### src/rtl/qlj_pkg.sv
// Shared types, constants and rounding helpers of the quadrotor Jacobian block.
`default_nettype none
package qlj_pkg;
	localparam int FRAC_BITS_DEF = 16;
	localparam int QW            = 24;
	localparam int DIV_W         = 62;
	localparam int DW            = 66;

	typedef struct packed {
		logic signed [QW-1:0] qw;
		logic signed [QW-1:0] qx;
		logic signed [QW-1:0] qy;
		logic signed [QW-1:0] qz;
		logic signed [QW-1:0] rx;
		logic signed [QW-1:0] ry;
		logic signed [QW-1:0] rz;
		logic signed [QW-1:0] thr;
	} in_item_t;

	// item after norm, root and unit quaternion are known
	typedef struct packed {
		in_item_t        d;
		logic [31:0]     m;
		logic [3:0][31:0] u;
		logic            zero;
	} prep_t;

	// round to nearest on the magnitude, ties away from zero
	function automatic logic signed [DW-1:0] rnd_shr(input logic signed [DW-1:0] v,
		input int s);
		logic [DW-1:0] mag;
		mag = v[DW-1] ? DW'(-v) : DW'(v);
		mag = (mag + (DW'(1) << (s - 1))) >> s;
		return v[DW-1] ? -$signed(mag) : $signed(mag);
	endfunction

	function automatic logic [31:0] sat32(input logic signed [DW-1:0] v);
		logic [31:0] r;
		if (v > $signed(DW'(32'h7FFF_FFFF)))
			r = 32'h7FFF_FFFF;
		else if (v < -$signed(DW'(33'h0_8000_0000)))
			r = 32'h8000_0000;
		else
			r = v[31:0];
		return r;
	endfunction
endpackage
`default_nettype wire

### src/rtl/qlj_div.sv
// Bit-serial restoring divider, one quotient bit per cycle.
`default_nettype none
module qlj_div
	import qlj_pkg::*;
(
	input  wire logic             clk,
	input  wire logic             arst_n,
	input  wire logic             start,
	input  wire logic [DIV_W-1:0] num,
	input  wire logic [31:0]      den,
	output logic                  done,
	output logic [DIV_W-1:0]      quo
);
	logic [DIV_W-1:0] num_q;
	logic [31:0]      rem_q;
	logic [31:0]      den_q;
	logic [5:0]       cnt_q;
	logic             busy_q;
	logic             done_q;
	logic [32:0]      sh;
	logic             ge;

	assign sh   = {rem_q, num_q[DIV_W-1]};
	assign ge   = sh >= {1'b0, den_q};
	assign done = done_q;
	assign quo  = num_q;

	always_ff @(posedge clk or negedge arst_n) begin
		if (!arst_n) begin
			busy_q <= 1'b0;
			done_q <= 1'b0;
			cnt_q  <= '0;
		end else begin
			done_q <= 1'b0;
			if (start) begin
				busy_q <= 1'b1;
				cnt_q  <= 6'(DIV_W);
			end else if (busy_q) begin
				cnt_q <= cnt_q - 6'd1;
				if (cnt_q == 6'd1) begin
					busy_q <= 1'b0;
					done_q <= 1'b1;
				end
			end
		end
	end

	always_ff @(posedge clk) begin
		if (start) begin
			num_q <= num;
			den_q <= den;
			rem_q <= '0;
		end else if (busy_q) begin
			rem_q <= ge ? 32'(sh - {1'b0, den_q}) : sh[31:0];
			num_q <= {num_q[DIV_W-2:0], ge};
		end
	end
endmodule
`default_nettype wire

### src/rtl/qlj_front.sv
// Front end: takes items, finds the norm root and the unit quaternion.
`default_nettype none
module qlj_front
	import qlj_pkg::*;
(
	input  wire logic     clk,
	input  wire logic     arst_n,
	input  wire logic     push,
	output logic          full,
	input  wire in_item_t in_item,
	output logic          fq_push,
	output prep_t         fq_item,
	input  wire logic     fq_full
);
	typedef enum logic [6:0] {
		F_IDLE = 7'b0000001,
		F_MUL  = 7'b0000010,
		F_ACC  = 7'b0000100,
		F_SQI  = 7'b0001000,
		F_SQRT = 7'b0010000,
		F_DIVS = 7'b0100000,
		F_DIVW = 7'b1000000
	} fstate_t;

	fstate_t          state_q;
	in_item_t         hold_q;
	logic             hold_valid_q;
	prep_t            it_q;
	logic             push_q;
	logic [1:0]       c_q;
	logic [48:0]      n2_q;
	logic [47:0]      prod_q;
	logic [63:0]      rad_q;
	logic [34:0]      rem_q;
	logic [31:0]      root_q;
	logic [4:0]       cnt_q;
	logic signed [QW-1:0] qc;
	logic [QW-1:0]    qmag;
	logic [34:0]      rem_n;
	logic [34:0]      trial;
	logic             sq_ge;
	logic             div_start;
	logic [DIV_W-1:0] div_num;
	logic             div_done;
	logic [DIV_W-1:0] div_quo;

	assign full    = hold_valid_q;
	assign fq_item = it_q;
	assign fq_push = push_q && !fq_full;

	always_comb begin
		unique case (c_q)
			2'd0: qc = it_q.d.qw;
			2'd1: qc = it_q.d.qx;
			2'd2: qc = it_q.d.qy;
			default: qc = it_q.d.qz;
		endcase
	end

	assign qmag      = qc[QW-1] ? QW'(-qc) : QW'(qc);
	assign rem_n     = {rem_q[32:0], rad_q[63:62]};
	assign trial     = {1'b0, root_q, 2'b01};
	assign sq_ge     = rem_n >= trial;
	assign div_start = state_q == F_DIVS;
	assign div_num   = DIV_W'({qmag, 37'd0}) + DIV_W'(it_q.m >> 1);

	qlj_div u_div (
		.clk   (clk),
		.arst_n(arst_n),
		.start (div_start),
		.num   (div_num),
		.den   (it_q.m),
		.done  (div_done),
		.quo   (div_quo)
	);

	always_ff @(posedge clk or negedge arst_n) begin
		if (!arst_n) begin
			state_q      <= F_IDLE;
			hold_valid_q <= 1'b0;
			push_q       <= 1'b0;
			c_q          <= '0;
			cnt_q        <= '0;
		end else begin
			if (fq_push)
				push_q <= 1'b0;
			if (push && !hold_valid_q)
				hold_valid_q <= 1'b1;
			unique case (state_q)
				F_IDLE: begin
					if (hold_valid_q && !push_q) begin
						hold_valid_q <= 1'b0;
						c_q          <= '0;
						state_q      <= F_MUL;
					end
				end
				F_MUL: state_q <= F_ACC;
				F_ACC: begin
					c_q <= c_q + 2'd1;
					state_q <= (c_q == 2'd3) ? F_SQI : F_MUL;
				end
				F_SQI: begin
					cnt_q <= '0;
					if (n2_q == '0) begin
						push_q  <= 1'b1;
						state_q <= F_IDLE;
					end else begin
						state_q <= F_SQRT;
					end
				end
				F_SQRT: begin
					cnt_q <= cnt_q + 5'd1;
					if (cnt_q == 5'd31) begin
						c_q     <= '0;
						state_q <= F_DIVS;
					end
				end
				F_DIVS: state_q <= F_DIVW;
				F_DIVW: begin
					if (div_done) begin
						c_q <= c_q + 2'd1;
						if (c_q == 2'd3) begin
							push_q  <= 1'b1;
							state_q <= F_IDLE;
						end else begin
							state_q <= F_DIVS;
						end
					end
				end
				default: state_q <= F_IDLE;
			endcase
		end
	end

	always_ff @(posedge clk) begin
		if (push && !hold_valid_q)
			hold_q <= in_item;
		unique case (state_q)
			F_IDLE: begin
				if (hold_valid_q && !push_q) begin
					it_q.d <= hold_q;
					n2_q   <= '0;
				end
			end
			F_MUL: prod_q <= 48'(qc * qc);
			F_ACC: n2_q <= n2_q + 49'(prod_q);
			F_SQI: begin
				it_q.zero <= n2_q == '0;
				it_q.m    <= '0;
				it_q.u    <= '0;
				rad_q     <= {1'b0, n2_q, 14'd0};
				rem_q     <= '0;
				root_q    <= '0;
			end
			F_SQRT: begin
				rad_q  <= {rad_q[61:0], 2'b00};
				rem_q  <= sq_ge ? 35'(rem_n - trial) : rem_n;
				root_q <= {root_q[30:0], sq_ge};
				if (cnt_q == 5'd31)
					it_q.m <= {root_q[30:0], sq_ge};
			end
			F_DIVW: begin
				if (div_done)
					it_q.u[c_q] <= qc[QW-1] ? 32'(-div_quo[31:0]) : div_quo[31:0];
			end
			default: ;
		endcase
	end
endmodule
`default_nettype wire

### config.mk
export PLATFORM = sky130hd
export DESIGN_NAME = qlj_front
export DESIGN_NICKNAME = d
export VERILOG_FILES = /design/src/rtl/qlj_pkg.sv /design/src/rtl/qlj_div.sv /design/src/rtl/qlj_front.sv
export SDC_FILE = /design/constraint.sdc
export NUM_CORES = 2
export LEC_CHECK = 0
export ABC_AREA = 0
export BUFFER_PORTS_ARGS = -buffer_cell sky130_fd_sc_hd__buf_4
export CORE_ASPECT_RATIO = 2
export CORE_MARGIN = 3
export CORE_UTILIZATION = 45
export CTS_CLUSTER_DIAMETER = 40
export DETAILED_ROUTE_END_ITERATION = 10
export SLEW_MARGIN = 20
export SYNTH_ARGS = -nofsm -noshare
export SYNTH_HDL_FRONTEND = slang
export SYNTH_SLANG_ARGS = --single-unit
### constraint.sdc
create_clock -name clk -period 18.79 [get_ports clk]
set_input_delay 0.9395 -clock clk [delete_from_list [all_inputs] [get_ports clk]]
set_output_delay 0.9395 -clock clk [all_outputs]
set_load 0.01 [all_outputs]
==> metrics.md <==
| Metric | Value |
|---|---|
| Grt ovf | 0 |
| Fin crit share | 55.00% |
| Global-route usage over all layers | 25.69% |
| Fmax | 0.09676 GHz |
| Post-Syn Area | 58540 µm² |
| # H-tree levels | 3 |
| Vias in the first global route | 43370 |
| Worst r2r dst | prod_q[47]$_DFFE_PP_ |
| Reg2reg path depth | 29 |
| First-pass GRT wire length | 256900 µm |
| Worst path slowest cell | buf_4 |
| Actual slew at the worst max-slew pin | 1007 ps |
| Total negative setup slack | 0 ps |
| Die width | 261.0 µm |
| R2r startpoint | c_q[0]$_DFFE_PN0P_ |
| Via count | 39720 |
| Synthesized area per cell | 11.38 µm² |
| Max Cap Violations | 0 |
| Synth async-reset ratio | 2.649% |
| Core area | roughly 130000 µm² |
| Fin. max-slew vios | 0 |
| Port Buffers | 550 |
| CP most frequent cell | fa_1 |
| Yosys cell types | 89 |
| Status | complete, no violations |
| Period minus WS final | 10340 ps |
| Filler cells | between 10000 and 15000 |
| Fin Hold WS | between 150 and 200 ps |
| DR vias/cell | 5.359 |
| Capturing element type of the critical path | register |
| TritonCTS clock tree | built |
| CTS clock-pin slew for the worst setup and hold paths | 70 ps |
| Sequential fraction of the synthesis area | a little under half |
| Detailed placement HPWL | 135500 µm |
| Clock Tree Root | clkbuf_16 |
| Slowest cell delay on critical path | 640 ps |
| P&R area growth vs syn | 15.48% |
| Final WL | around 170000 µm |
| DRT iter0 DRCs | ~2400 |
| Worst-Skew Late Latency | approximately 700 ps |
| Post-cts resize count | 0 |
| Worst reg-to-reg setup slack | about 8500 ps |
| Crit Path Category | register to register |
| Setup Fix Bufs, Post-CTS | 0 |
| Clk buf depth | 3 |
| EDFF count, synth | 850 |
| Io pins | 551 |
| Final ANT Viol Nets | 0 |
| Final setup violation count | 0 |
| Top post-synthesis cells by area | edfxtp_1, fa_1, ha_1 |
| Die height | between 500 and 600 µm |
| CP endpoint | prod_q[47]$_DFFE_PP_ |
| Initial antenna violation count | 3 |
| Crit path required time | 19230 ps |
| Wire per inst | 23.14 µm |
| FF/Latch Area | ~27000 µm² |
| Largest fanout on the critical path | 72 |
| Hold Fails Final Rpt | 0 |
| Rows | 186 |
| CP arrival | 10780 ps |
| #FFs+latches synth | approximately 910 |
| Die area | ~130000 µm² |
| Clk_skew | 41.55 ps |
| Hold_buf cts | 0 |
| Clock sink count | slightly above 900 |
| DRC Markers | 0 |
| Initial core utilization | 45.48% |
| Top FF cell, synth | edfxtp_1 |
| Max-slew headroom | 32.84% |
| CTS Buf Count | 94 |
| DRT Pass-1 Iters | 6 |
| Post-Synthesis Cells | 5146 |
| Share of the synthesized area in the top cell type | a little over two fifths |
| Synth cell count leaders | edfxtp_1, inv_1, nand2_1, fa_1, nor2_1 |
| Area of the multi-input gates | 27870 µm² |
| Most numerous cell in the Yosys netlist | edfxtp_1 |
| Hold Crit Class | input port to asynchronous set/reset pin |
| RSZ-0062 raised after global routing | false |
| Largest net degree at the start of global routing | 104 |
| Ratio of cells with drive above 1 in the final layout | 14.32% |
| CP startpoint kind | register |
| YS warnings | 0 |
| Layout Cells excl Fill | 7412 |
| Syn_nets | 6169 |
| Placed Cells incl. Taps | roughly 7200 |
| Routability Congestion | 0.9674 |
| Nets | 6664 |
| Synth area leader | edfxtp_1 |
| Crit. Startpoint | c_q[0]$_DFFE_PN0P_ |
final cells by class:
| class | instances | share of cell area [%] |
|---|---|---|
| antenna | 1 | 0.003702 |
| clock buffer | 111 | 3.621 |
| clock inverter | 63 | 1.038 |
| inverter | 823 | 4.574 |
| multi-input combinational | 3206 | 41.23 |
| sequential | 906 | 39.60 |
| tap | 1692 | 3.132 |
| timing repair buffer | 610 | 6.799 |
cells in the final DEF, fill, tap and decap left out, types with 22 or more instances in the layout:
cell type    n
xnor2_1    137
a21o_1      84
nand4_1     23
a211oi_1   151
dfxtp_1     32
nor3_1      34
buf_4      608
inv_1      812
edfxtp_1   850
ha_1       263
nand2b_1    26
nand2_1    578
clkbuf_16   95
mux2i_1     38
fa_1       560
nor4_1      25
dfrtp_1     23
and3_1      22
a21oi_1    186
o21ai_0    142
nand3_1     38
xor2_1      70
nor2_1     500
critical path, delay by kind of cell (launching register included):
kind	cells	cell delay (ps)
adder cells (fa/ha/maj)	9	4290
AO/OA/AOI/OAI	9	2550
buffers and inverters	7	1520
flip-flops	1	470
AND/OR/NAND/NOR	2	470
multiplexers	1	470
XOR/XNOR	1	130
per-layer routing:
layer / global-route usage, % / routed length, µm
met1: 23.75 / 52840
met2: 49.73 / 94370
met3: 5.720 / 11800
met4: 16.13 / 12470
met5: 0 / 0
how the worst min path moves through the flow:
stage | slack (ps) | to | from | cells after the start
2_1_floorplan | 400 | fq_item[161]$_DFFE_PP_ | hold_q[0]$_DFFE_PP_ | 0
3_3_place_gp | 400 | fq_item[230]$_DFFE_PP_ | hold_q[69]$_DFFE_PP_ | 0
3_5_place_dp | 400 | fq_item[167]$_DFFE_PP_ | hold_q[6]$_DFFE_PP_ | 0
4_1_cts | 100 | u_div.busy_q$_DFF_PN0_ | arst_n | 1
5_1_grt | 130 | u_div.busy_q$_DFF_PN0_ | arst_n | 1
6_report | 160 | u_div.busy_q$_DFF_PN0_ | arst_n | 1
state kept, by name, indices dropped and copies added, names as in the netlist, 5 cells and up:
name	cells
cnt_q	5
fq_item	353
hold_q	192
n2_q	49
prod_q	47
rad_q	50
rem_q	33
root_q	32
state_q	7
u_div.cnt_q	6
u_div.den_q	32
u_div.quo	62
u_div.rem_q	32
stage by stage:
| step | utilization, % | instance area [µm²] | worst slack, ps |
|---|---|---|---|
| after floorplan | - | 58540 | 8801 |
| after global placement | 50.07 | 64440 | 8487 |
| after detailed placement | 50.07 | 64440 | 8436 |
| after CTS | 52.52 | 67590 | 8451 |
| after global routing | 52.52 | 67600 | 7896 |
| final | 52.52 | 67600 | 8455 |
cells by family after synthesis:
family | Yosys count | synth area share (%)
AOI/OAI and AO/OA | 778 | 8.824
DFF | 906 | 45.73
xor gates and xnor gates | 207 | 3.097
buffers and inverters | 1034 | 6.891
and+or+nand+nor | 1346 | 9.755
adders and majority gates | 827 | 24.86
muxes | 48 | 0.8464
Power is left out: the tool's default activity adds up to more than one toggle a clock period on the data nets, which glitch-free logic cannot reach.
